### src/rtl/uer_pkg.sv
package uer_pkg;

    localparam int SPEED_W     = 16;
    localparam int TRIG_W      = 8;
    localparam int DIST_W      = 17;
    localparam int CFG_IDX_W   = 4;
    localparam int CFG_DATA_W  = 16;

    localparam logic [SPEED_W-1:0] SPEED_RESET = 16'd34300;
    localparam logic [TRIG_W-1:0]  TRIG_RESET  = 8'd10;

    localparam logic [CFG_IDX_W-1:0] CFG_SPEED         = 4'd0;
    localparam logic [CFG_IDX_W-1:0] CFG_TRIGGER_WIDTH = 4'd1;

    // pulse widths at or above 2^SPAN_W us saturate for any nonzero speed
    localparam int SPAN_W = 38;
    localparam int PROD_W = SPEED_W + SPAN_W;

    // speed * width >= 131072 * 2000000 saturates the distance
    localparam logic [PROD_W-1:0] SAT_LIMIT = 54'd262144000000;

    // 2000000 = 2^7 * 15625; the /15625 is a reciprocal multiply
    localparam int PRE_SHIFT   = 7;
    localparam int X_W         = 31;
    localparam int RECIP_W     = 31;
    localparam int RECIP_SHIFT = 44;
    localparam logic [RECIP_W-1:0] RECIP = 31'd1125899907;
    localparam int MUL_W = X_W + RECIP_W;

    localparam logic [DIST_W-1:0] DIST_MAX = 17'h1FFFF;

    localparam int QUEUE_DEPTH = 4;
    localparam int QUEUE_AW    = $clog2(QUEUE_DEPTH);

    typedef struct packed {
        logic [SPEED_W-1:0] speed_cms;
        logic [TRIG_W-1:0]  trig_width;
    } t_cfg;

    // one tick as handed from the front to the back
    typedef struct packed {
        logic              trig;
        logic              dist_en;
        logic              span_ovf;
        logic [SPAN_W-1:0] span;
    } t_op;

endpackage

### src/rtl/uer_ifs.sv
interface uer_item_if;
    logic valid;
    logic ready;
    logic fire_request;
    logic echo_level;

    modport source (output valid, output fire_request, output echo_level, input ready);
    modport sink   (input valid, input fire_request, input echo_level, output ready);
endinterface

interface uer_result_if;
    logic        valid;
    logic        ready;
    logic        trig_level;
    logic        distance_valid;
    logic [16:0] distance_cm;

    modport source (output valid, output trig_level, output distance_valid,
                    output distance_cm, input ready);
    modport sink   (input valid, input trig_level, input distance_valid,
                    input distance_cm, output ready);
endinterface

interface uer_cfg_if;
    logic        valid;
    logic        ready;
    logic [3:0]  index;
    logic [15:0] data;

    modport source (output valid, output index, output data, input ready);
    modport sink   (input valid, input index, input data, output ready);
endinterface

### src/rtl/uer_front.sv
module uer_front #(
    parameter int TIME_WIDTH = 32
) (
    input  logic          i_clk,
    input  logic          i_rst_n,
    input  uer_pkg::t_cfg i_cfg,
    uer_item_if.sink      i_item,
    input  logic          i_full,
    output logic          o_push,
    output uer_pkg::t_op  o_word
);
    import uer_pkg::*;

    logic                  r_prev_echo;
    logic [TIME_WIDTH-1:0] r_tick;
    logic [TIME_WIDTH-1:0] r_start;
    logic [TRIG_W-1:0]     r_remaining;

    logic [TRIG_W-1:0]     n_remaining;
    logic                  accept;
    logic                  rise;
    logic                  fall;
    logic [TIME_WIDTH-1:0] span_full;
    logic [TRIG_W-1:0]     rem_eff;

    assign i_item.ready = !i_full;
    assign accept       = i_item.valid && !i_full;
    assign rise         = i_item.echo_level && !r_prev_echo;
    assign fall         = !i_item.echo_level && r_prev_echo;
    assign span_full    = r_tick - r_start;

    always_comb begin
        rem_eff     = i_item.fire_request ? i_cfg.trig_width : r_remaining;
        n_remaining = (rem_eff != '0) ? rem_eff - TRIG_W'(1) : rem_eff;
    end

    generate
        if (TIME_WIDTH > SPAN_W) begin : g_clamp
            assign o_word.span_ovf = |span_full[TIME_WIDTH-1:SPAN_W];
            assign o_word.span     = span_full[SPAN_W-1:0];
        end else begin : g_extend
            assign o_word.span_ovf = 1'b0;
            assign o_word.span     = SPAN_W'(span_full);
        end
    endgenerate

    assign o_word.trig    = (rem_eff != '0);
    // falling edge with end not below start (no counter wrap in between)
    assign o_word.dist_en = fall && (r_tick >= r_start);
    assign o_push         = accept;

    always_ff @(posedge i_clk) begin
        if (!i_rst_n) begin
            r_prev_echo <= 1'b0;
            r_tick      <= '0;
            r_start     <= '0;
            r_remaining <= '0;
        end else if (accept) begin
            r_prev_echo <= i_item.echo_level;
            r_tick      <= r_tick + TIME_WIDTH'(1);
            r_remaining <= n_remaining;
            if (rise) begin
                r_start <= r_tick;
            end
        end
    end

    a_trig_countdown: assert property (@(posedge i_clk) disable iff (!i_rst_n)
        (accept && !i_item.fire_request && r_remaining != '0)
            |=> (r_remaining == $past(r_remaining) - TRIG_W'(1)))
        else $error("trigger countdown skipped a tick");

endmodule

### src/rtl/uer_queue.sv
module uer_queue (
    input  logic         i_clk,
    input  logic         i_rst_n,
    input  logic         i_push,
    input  uer_pkg::t_op i_word,
    input  logic         i_pop,
    output uer_pkg::t_op o_word,
    output logic         o_full,
    output logic         o_empty
);
    import uer_pkg::*;

    t_op                 r_mem [QUEUE_DEPTH];
    logic [QUEUE_AW-1:0] r_wr_ptr;
    logic [QUEUE_AW-1:0] r_rd_ptr;
    logic [QUEUE_AW:0]   r_count;

    assign o_full  = (r_count == (QUEUE_AW+1)'(QUEUE_DEPTH));
    assign o_empty = (r_count == '0);
    assign o_word  = r_mem[r_rd_ptr];

    always_ff @(posedge i_clk) begin
        if (i_push) begin
            r_mem[r_wr_ptr] <= i_word;
        end
    end

    always_ff @(posedge i_clk) begin
        if (!i_rst_n) begin
            r_wr_ptr <= '0;
            r_rd_ptr <= '0;
            r_count  <= '0;
        end else begin
            if (i_push) begin
                r_wr_ptr <= r_wr_ptr + QUEUE_AW'(1);
            end
            if (i_pop) begin
                r_rd_ptr <= r_rd_ptr + QUEUE_AW'(1);
            end
            case ({i_push, i_pop})
                2'b10:   r_count <= r_count + (QUEUE_AW+1)'(1);
                2'b01:   r_count <= r_count - (QUEUE_AW+1)'(1);
                default: r_count <= r_count;
            endcase
        end
    end

    a_no_overflow: assert property (@(posedge i_clk) disable iff (!i_rst_n)
        i_push |-> !o_full)
        else $error("word pushed into full queue");

    a_no_underflow: assert property (@(posedge i_clk) disable iff (!i_rst_n)
        i_pop |-> !o_empty)
        else $error("word popped from empty queue");

endmodule

### src/rtl/uer_back.sv
module uer_back (
    input  logic          i_clk,
    input  logic          i_rst_n,
    input  uer_pkg::t_cfg i_cfg,
    input  logic          i_valid,
    input  uer_pkg::t_op  i_word,
    output logic          o_pop,
    uer_result_if.source  o_result
);
    import uer_pkg::*;

    // stage 1: speed * span
    logic              r_s1_valid;
    logic              r_s1_trig;
    logic              r_s1_dist;
    logic              r_s1_ovf;
    logic              r_s1_speed_nz;
    logic [PROD_W-1:0] r_s1_prod;
    // stage 2: reciprocal multiply
    logic              r_s2_valid;
    logic              r_s2_trig;
    logic              r_s2_dist;
    logic              r_s2_sat;
    logic [MUL_W-1:0]  r_s2_mul;
    // output word
    logic              r_out_valid;
    logic              r_out_trig;
    logic              r_out_dvalid;
    logic [DIST_W-1:0] r_out_dist;
    logic [DIST_W-1:0] r_smooth;

    logic              advance;
    logic [X_W-1:0]    pre_q;
    logic [DIST_W-1:0] raw_dist;
    logic [DIST_W:0]   diff;
    logic [DIST_W:0]   diff_adj;
    logic [DIST_W:0]   half;
    logic [DIST_W-1:0] n_smooth;

    assign advance = !r_out_valid || o_result.ready;
    assign o_pop   = advance && i_valid;
    assign pre_q   = r_s1_prod[PRE_SHIFT+X_W-1:PRE_SHIFT];

    always_comb begin
        raw_dist = r_s2_sat ? DIST_MAX : r_s2_mul[RECIP_SHIFT+DIST_W-1:RECIP_SHIFT];
        diff     = {1'b0, raw_dist} - {1'b0, r_smooth};
        // halve toward zero: bias negative values by one before the shift
        diff_adj = diff + {{DIST_W{1'b0}}, diff[DIST_W]};
        half     = {diff_adj[DIST_W], diff_adj[DIST_W:1]};
        if (r_smooth == '0) begin
            n_smooth = raw_dist;
        end else begin
            n_smooth = r_smooth + half[DIST_W-1:0];
        end
    end

    always_ff @(posedge i_clk) begin
        if (advance) begin
            r_s1_trig     <= i_word.trig;
            r_s1_dist     <= i_word.dist_en;
            r_s1_ovf      <= i_word.span_ovf;
            r_s1_speed_nz <= (i_cfg.speed_cms != '0);
            r_s1_prod     <= PROD_W'(i_cfg.speed_cms) * PROD_W'(i_word.span);

            r_s2_trig <= r_s1_trig;
            r_s2_dist <= r_s1_dist;
            r_s2_sat  <= (r_s1_ovf && r_s1_speed_nz) || (r_s1_prod >= SAT_LIMIT);
            r_s2_mul  <= MUL_W'(pre_q) * MUL_W'(RECIP);

            r_out_trig   <= r_s2_trig;
            r_out_dvalid <= r_s2_dist;
            r_out_dist   <= r_s2_dist ? n_smooth : r_smooth;
        end
    end

    always_ff @(posedge i_clk) begin
        if (!i_rst_n) begin
            r_s1_valid  <= 1'b0;
            r_s2_valid  <= 1'b0;
            r_out_valid <= 1'b0;
            r_smooth    <= '0;
        end else if (advance) begin
            r_s1_valid  <= i_valid;
            r_s2_valid  <= r_s1_valid;
            r_out_valid <= r_s2_valid;
            if (r_s2_valid && r_s2_dist) begin
                r_smooth <= n_smooth;
            end
        end
    end

    assign o_result.valid          = r_out_valid;
    assign o_result.trig_level     = r_out_trig;
    assign o_result.distance_valid = r_out_dvalid;
    assign o_result.distance_cm    = r_out_dist;

    a_smooth_only_on_distance: assert property (@(posedge i_clk) disable iff (!i_rst_n)
        !$stable(r_smooth) |-> $past(advance && r_s2_valid && r_s2_dist))
        else $error("smoothed distance moved without a new measurement");

    a_new_distance_reported: assert property (@(posedge i_clk) disable iff (!i_rst_n)
        (r_out_valid && r_out_dvalid) |-> (r_out_dist == r_smooth))
        else $error("reported distance differs from smoothed value");

endmodule

### src/rtl/ultrasonic_echo_ranger.sv
// Channel    Modport   Word
// i_item     sink      fire_request, echo_level (one microsecond tick)
// o_result   source    trig_level, distance_valid, distance_cm
// i_cfg      sink      index, data (0: speed of sound cm/s, 1: trigger width ticks)
//
// One tick per clock sustained while o_result.ready holds; a result passes through
// the queue, the two multiplier stages and the output register.
// The front takes a tick whenever the 4-word queue has room; the back stalls
// as one pipeline on o_result.ready. i_cfg is always ready.
// i_rst_n is synchronous: counters, edge state, smoothing and queue clear,
// config returns to 34300 cm/s and 10 ticks.
module ultrasonic_echo_ranger #(
    parameter int TIME_WIDTH = 32
) (
    input  logic         i_clk,
    input  logic         i_rst_n,
    uer_item_if.sink     i_item,
    uer_result_if.source o_result,
    uer_cfg_if.sink      i_cfg
);
    import uer_pkg::*;

    t_cfg r_cfg;
    t_op  push_word;
    t_op  pop_word;
    logic push;
    logic pop;
    logic full;
    logic empty;

    assign i_cfg.ready = 1'b1;

    always_ff @(posedge i_clk) begin
        if (!i_rst_n) begin
            r_cfg.speed_cms  <= SPEED_RESET;
            r_cfg.trig_width <= TRIG_RESET;
        end else if (i_cfg.valid) begin
            case (i_cfg.index)
                CFG_SPEED:         r_cfg.speed_cms  <= i_cfg.data[SPEED_W-1:0];
                CFG_TRIGGER_WIDTH: r_cfg.trig_width <= i_cfg.data[TRIG_W-1:0];
                default:           r_cfg <= r_cfg;
            endcase
        end
    end

    uer_front #(
        .TIME_WIDTH (TIME_WIDTH)
    ) u_front (
        .i_clk   (i_clk),
        .i_rst_n (i_rst_n),
        .i_cfg   (r_cfg),
        .i_item  (i_item),
        .i_full  (full),
        .o_push  (push),
        .o_word  (push_word)
    );

    uer_queue u_queue (
        .i_clk   (i_clk),
        .i_rst_n (i_rst_n),
        .i_push  (push),
        .i_word  (push_word),
        .i_pop   (pop),
        .o_word  (pop_word),
        .o_full  (full),
        .o_empty (empty)
    );

    uer_back u_back (
        .i_clk    (i_clk),
        .i_rst_n  (i_rst_n),
        .i_cfg    (r_cfg),
        .i_valid  (!empty),
        .i_word   (pop_word),
        .o_pop    (pop),
        .o_result (o_result)
    );

endmodule

### src/flat_wrapper.sv
// flat-port wrapper written by rule: the top's interface ports become plain ports
module ultrasonic_echo_ranger_flat import uer_pkg::*;
#(
    parameter int TIME_WIDTH = 32
)
  (i_clk, i_rst_n, i_item_valid, i_item_fire_request, i_item_echo_level, i_item_ready, o_result_valid, o_result_trig_level, o_result_distance_valid, o_result_distance_cm, o_result_ready, i_cfg_valid, i_cfg_index, i_cfg_data, i_cfg_ready);
  uer_item_if i_item_i ();
  uer_result_if o_result_i ();
  uer_cfg_if i_cfg_i ();
  input  logic i_clk;
  input  logic i_rst_n;
  input wire logic [$bits(i_item_i.valid)-1:0] i_item_valid;
  input wire logic [$bits(i_item_i.fire_request)-1:0] i_item_fire_request;
  input wire logic [$bits(i_item_i.echo_level)-1:0] i_item_echo_level;
  output wire logic [$bits(i_item_i.ready)-1:0] i_item_ready;
  output wire logic [$bits(o_result_i.valid)-1:0] o_result_valid;
  output wire logic [$bits(o_result_i.trig_level)-1:0] o_result_trig_level;
  output wire logic [$bits(o_result_i.distance_valid)-1:0] o_result_distance_valid;
  output wire logic [$bits(o_result_i.distance_cm)-1:0] o_result_distance_cm;
  input wire logic [$bits(o_result_i.ready)-1:0] o_result_ready;
  input wire logic [$bits(i_cfg_i.valid)-1:0] i_cfg_valid;
  input wire logic [$bits(i_cfg_i.index)-1:0] i_cfg_index;
  input wire logic [$bits(i_cfg_i.data)-1:0] i_cfg_data;
  output wire logic [$bits(i_cfg_i.ready)-1:0] i_cfg_ready;
  assign i_item_i.valid = i_item_valid;
  assign i_item_i.fire_request = i_item_fire_request;
  assign i_item_i.echo_level = i_item_echo_level;
  assign i_item_ready = i_item_i.ready;
  assign o_result_valid = o_result_i.valid;
  assign o_result_trig_level = o_result_i.trig_level;
  assign o_result_distance_valid = o_result_i.distance_valid;
  assign o_result_distance_cm = o_result_i.distance_cm;
  assign o_result_i.ready = o_result_ready;
  assign i_cfg_i.valid = i_cfg_valid;
  assign i_cfg_i.index = i_cfg_index;
  assign i_cfg_i.data = i_cfg_data;
  assign i_cfg_ready = i_cfg_i.ready;
  ultrasonic_echo_ranger #(.TIME_WIDTH(TIME_WIDTH)) u_core (.i_clk(i_clk), .i_rst_n(i_rst_n), .i_item(i_item_i), .o_result(o_result_i), .i_cfg(i_cfg_i));
endmodule
### config.mk
export PLATFORM = sky130hd
export DESIGN_NAME = ultrasonic_echo_ranger_flat
export DESIGN_NICKNAME = d
export VERILOG_FILES = /design/src/rtl/uer_pkg.sv /design/src/rtl/uer_ifs.sv /design/src/rtl/uer_front.sv /design/src/rtl/uer_queue.sv /design/src/rtl/uer_back.sv /design/src/rtl/ultrasonic_echo_ranger.sv /design/src/flat_wrapper.sv
export SDC_FILE = /design/constraint.sdc
export NUM_CORES = 2
export LEC_CHECK = 0
export BUFFER_PORTS_ARGS = -buffer_cell sky130_fd_sc_hd__buf_2
export CORE_ASPECT_RATIO = 2
export CORE_UTILIZATION = 48
export CTS_CLUSTER_SIZE = 10
export DETAILED_ROUTE_END_ITERATION = 12
export PLACE_DENSITY_LB_ADDON = 0.05
export SYNTH_ARGS = -nofsm -noshare
export SYNTH_HDL_FRONTEND = slang
export SYNTH_HIERARCHICAL = 1
export SYNTH_SLANG_ARGS = --single-unit
export TNS_END_PERCENT = 20
### constraint.sdc
create_clock -name i_clk -period 14.5 [get_ports i_clk]
set_input_delay 0.725 -clock i_clk [delete_from_list [all_inputs] [get_ports i_clk]]
set_output_delay 0.725 -clock i_clk [all_outputs]
set_load 0.05 [all_outputs]
==> key figures <==
Global routing
  – First-pass GRT wire length: 238.1 mm
  – Total global routing overflow: 0
  – Number of global-route vias before repair: 40.98k
  – Largest net degree at the start of global routing: 82
  – Antenna violations before repair: 3
  – All-Layer GR Usage: 28.75%

Synth
  – Synth warnings: 6
  – Ranking of synthesized cells by area: fa_1 33%, edfxtp_1 15%, ha_1 14%, inv_1 7.9%, dfxtp_1 4.8%
  – Yosys cell types: 98
  – Asr flop ratio synth: 0%
  – Primary FF master, synth: edfxtp_1
  – Sequential area share after synthesis: 19.51%
  – Post-synth top area share: 32.54%
  – Syn Area/Cell: about 10 sq um
  – Dominant cell type by area after synthesis: fa_1
  – EDFF count, synth: 261
  – Cells after Synth: 5300
  – Yosys reg bits: between 300 and 400
  – Post-Syn Area: between 50000 and 60000 sq um

STA
  – Clock skew: 20.85 ps
  – Fin crit period: 8769 ps
  – RSZ-0062 raised after global routing: no
  – Hold Vio Cnt, Final: 0
  – Fin worst setup slack: 5731 ps
  – Final setup vio count: 0
  – Fmax: 0.1140 GHz
  – Setup TNS: 0 ps
  – Pins over their slew limit: 0
  – Final period util: 60.48%
  – Least-Margin Pin Slew: a little over 900 ps
  – Slew HR: 38.77%

Placement
  – Port Buffer Count: 47
  – Worst slack, placed: 5697 ps
  – GP Congestion: 0.9803
  – Area after DPL: 54600 sq um
  – Hpwl dp: roughly 130 mm

Floorplanning
  – Core ar.: ~110000 sq um
  – Starting Density: 48.37%
  – IO Pins: just under 50
  – DIE AREA: 112000 sq um
  – Num rows: 172
  – Die Wd: 237.2 um
  – Die Ht: 472.3 um

Routing
  – Routed vias/inst: 5.443
  – Post-DRT Antenna Nets: 0
  – First-pass iteration count of the detailed router: 5
  – Post-route DRC: 0
  – Total Routed Length: around 150 mm
  – Via count: 36.38k
  – Wire per inst: between 20 and 25 um
  – Initial DRC Count: around 1.5k

Finish
  – Layout filler cell count: 10.37k
  – NumNets Final: 6725
  – Area growth from synthesis to layout: 5.548%
  – Final Cell Area: ~56000 sq um
  – Final core utilization: between 50% and 60%
  – Fraction of layout cells with a size suffix above 1: 4.725%

Outcome
  – Status: finished clean

Worst setup path
  – R2R depth: 25
  – Required time of the critical path: 14870 ps
  – Critical-path top delay cell: a2111oi_2
  – Reg2reg end: u_core/u_back/r_s2_mul[60]$_DFFE_PN_
  – CP Max Fanout: 8
  – Reg2reg start: u_core/u_back/r_s1_prod[18]$_DFFE_PN_
  – WS Path Type: flip-flop to flip-flop
  – Worst Setup EP: u_core/u_back/r_s2_mul[60]$_DFFE_PN_
  – Worst path bufs/invs: 4
  – Top delay family on crit path: adder cells
  – Crit-path max cell delay: roughly 720 ps
  – CP Capture Type: flip-flop
  – Levels on crit path: 25
  – CP most frequent cell: fa_1
  – Arrival time at the worst endpoint: roughly 9100 ps
  – Reg2reg setup slack: 5730 ps
  – Type of origin of the critical path: flip-flop
  – Crit path from: u_core/u_back/r_s1_prod[18]$_DFFE_PN_

CTS
  – Hold-fix buffers, CTS: 0
  – CTS tree: done
  – Post-CTS sizing: 0
  – Max H-tree Level: 2
  – Clock tree sinks: 387
  – Clk Latency, worst-skew pair: 620 ps
  – Clock-pin transition on the worst setup and hold timing paths: 60 ps
  – CTS root buf: clkbuf_16
  – Longest Clk Path Bufs: 3
  – Post-CTS Setup Bufs: 0
  – CTS Buf Count: 47

Run
  – # Max-Cap Violations: 0

Min path
  – Hold crit path type: primary input to flip-flop
## logic make-up after synthesis
kind of cell | count (synthesis) | share of synthesized area, %
simple gates | 1284 | 11.55
xor+xnor | 199 | 3.283
flops | 387 | 19.51
compound gates | 605 | 7.657
fa+ha+maj | 1441 | 46.16
mux | 71 | 2.319
other cells | 2 | 0.01415
buf+inv | 1311 | 9.505
## final cells by class
cell class	count	area [sq um]	share of cell area (%)
Clock buffer	77	1361	2.429
Inverter	1126	4227	7.543
Sequential cell	387	10360	18.49
Timing Repair Buffer	87	538.0	0.9601
Tap cell	1392	1742	3.108
Clock inverter	6	75.07	0.1340
Antenna cell	1	2.502	0.004466
Multi-Input combinational cell	3608	37730	67.33
## Yosys cell counts, drive strengths merged (27+ instances only)
master,n
nor2b,30
nand2,645
o21a,30
a21oi,180
fa,863
xor2,74
a21boi,45
nor3,29
clkbuf,159
nand3,42
nand4,45
dfxtp,126
and2,242
mux2i,27
ha,578
a21o,81
edfxtp,261
inv,1125
xnor2,125
o21ai,104
nor2,121
mux4,41
## cells in the final DEF, fill, tap and decap left out, types with 27 or more instances in the layout
master     Yosys  routed
xor2_1        74      74
a21o_1        79      79
clkbuf_16      0      49
buf_4          9      41
inv_1       1124    1124
and2_1       242     238
a21oi_1      178     178
buf_2          9      46
xnor2_1      125     125
fa_1         863     863
nor2b_1       29      29
nor3_1        28      28
nand2_1      645     645
a21boi_1      34      34
nor2_1       120     120
nand4_1       45      45
nand3_1       42      42
o21ai_0       77      77
mux2i_1       27      27
edfxtp_1     261     261
mux4_2        40      40
dfxtp_1      126     124
ha_1         578     578
o21a_1        30      30
## through the flow
step | hold slack (ps) | cells
2_1_floorplan | 400.3 | 5306
3_3_place_gp | 402.3 | 6600
3_5_place_dp | 409.3 | 6600
4_1_cts | 326.1 | 6683
5_1_grt | 349.1 | 6684
6_report | 367.5 | 6684
## per-layer routing
| metal | global-route usage, % | wire (um) |
|---|---|---|
| met4 | 24.07 | 15650 |
| met5 | 0 | 10 |
| met3 | 2.359 | 3781 |
| met1 | 25.53 | 48380 |
| met2 | 57.25 | 87130 |
## state kept, by name (all words and copies together), names as in the netlist, 2 cells and up, named ones only
name,count
u_core/u_front/r_tick,32
u_core/u_queue/r_wr_ptr,2
u_core/u_back/r_s1_prod,54
u_core/u_front/r_start,32
u_core/u_back/r_s2_mul,17
u_core/u_queue/r_mem,164
u_core/u_queue/r_count,3
u_core/u_queue/r_rd_ptr,2
u_core/u_back/o_result.distance_cm,17
u_core/r_cfg,24
u_core/u_back/r_smooth,17
u_core/u_front/r_remaining,8
## worst register-to-register path, cell delays in order, from the launching register on
cell and delay [ps]:
edfxtp_1 710, inv_1 290, ha_1 510, xor2_1 220
ha_1 210, a21oi_1 290, fa_1 500, fa_1 540
inv_1 60, fa_1 500, fa_1 530, fa_1 550
inv_1 60, fa_1 520, inv_1 40, ha_1 300
a21oi_1 280, o211ai_1 190, nor3_1 310, o21ai_1 170
a2111oi_2 720, nor3_1 240, a21bo_2 270, o31a_1 270
a21oi_1 180, xnor2_1 90
## worst min path at each step
stage                     depth (start not counted)                                           to  slack [ps]                              start
final                                             3                 u_core/r_cfg[2]$_SDFFE_PN0P_         370                      i_cfg_data[2]
after global routing                              3                 u_core/r_cfg[2]$_SDFFE_PN0P_         350                      i_cfg_data[2]
after CTS                                         3                 u_core/r_cfg[4]$_SDFFE_PN0P_         330                      i_cfg_data[4]
after detailed placement                          0            u_core/u_back/r_s2_trig$_DFFE_PN_         410  u_core/u_back/r_s1_trig$_DFFE_PN_
after global placement                            0            u_core/u_back/r_s2_trig$_DFFE_PN_         400  u_core/u_back/r_s1_trig$_DFFE_PN_
after floorplan                                   0  u_core/u_back/o_result.trig_level$_DFFE_PN_         400  u_core/u_back/r_s2_trig$_DFFE_PN_
Power is not shown: default switching activity piles up to over one toggle a cycle in this logic, so the estimate is an artifact.
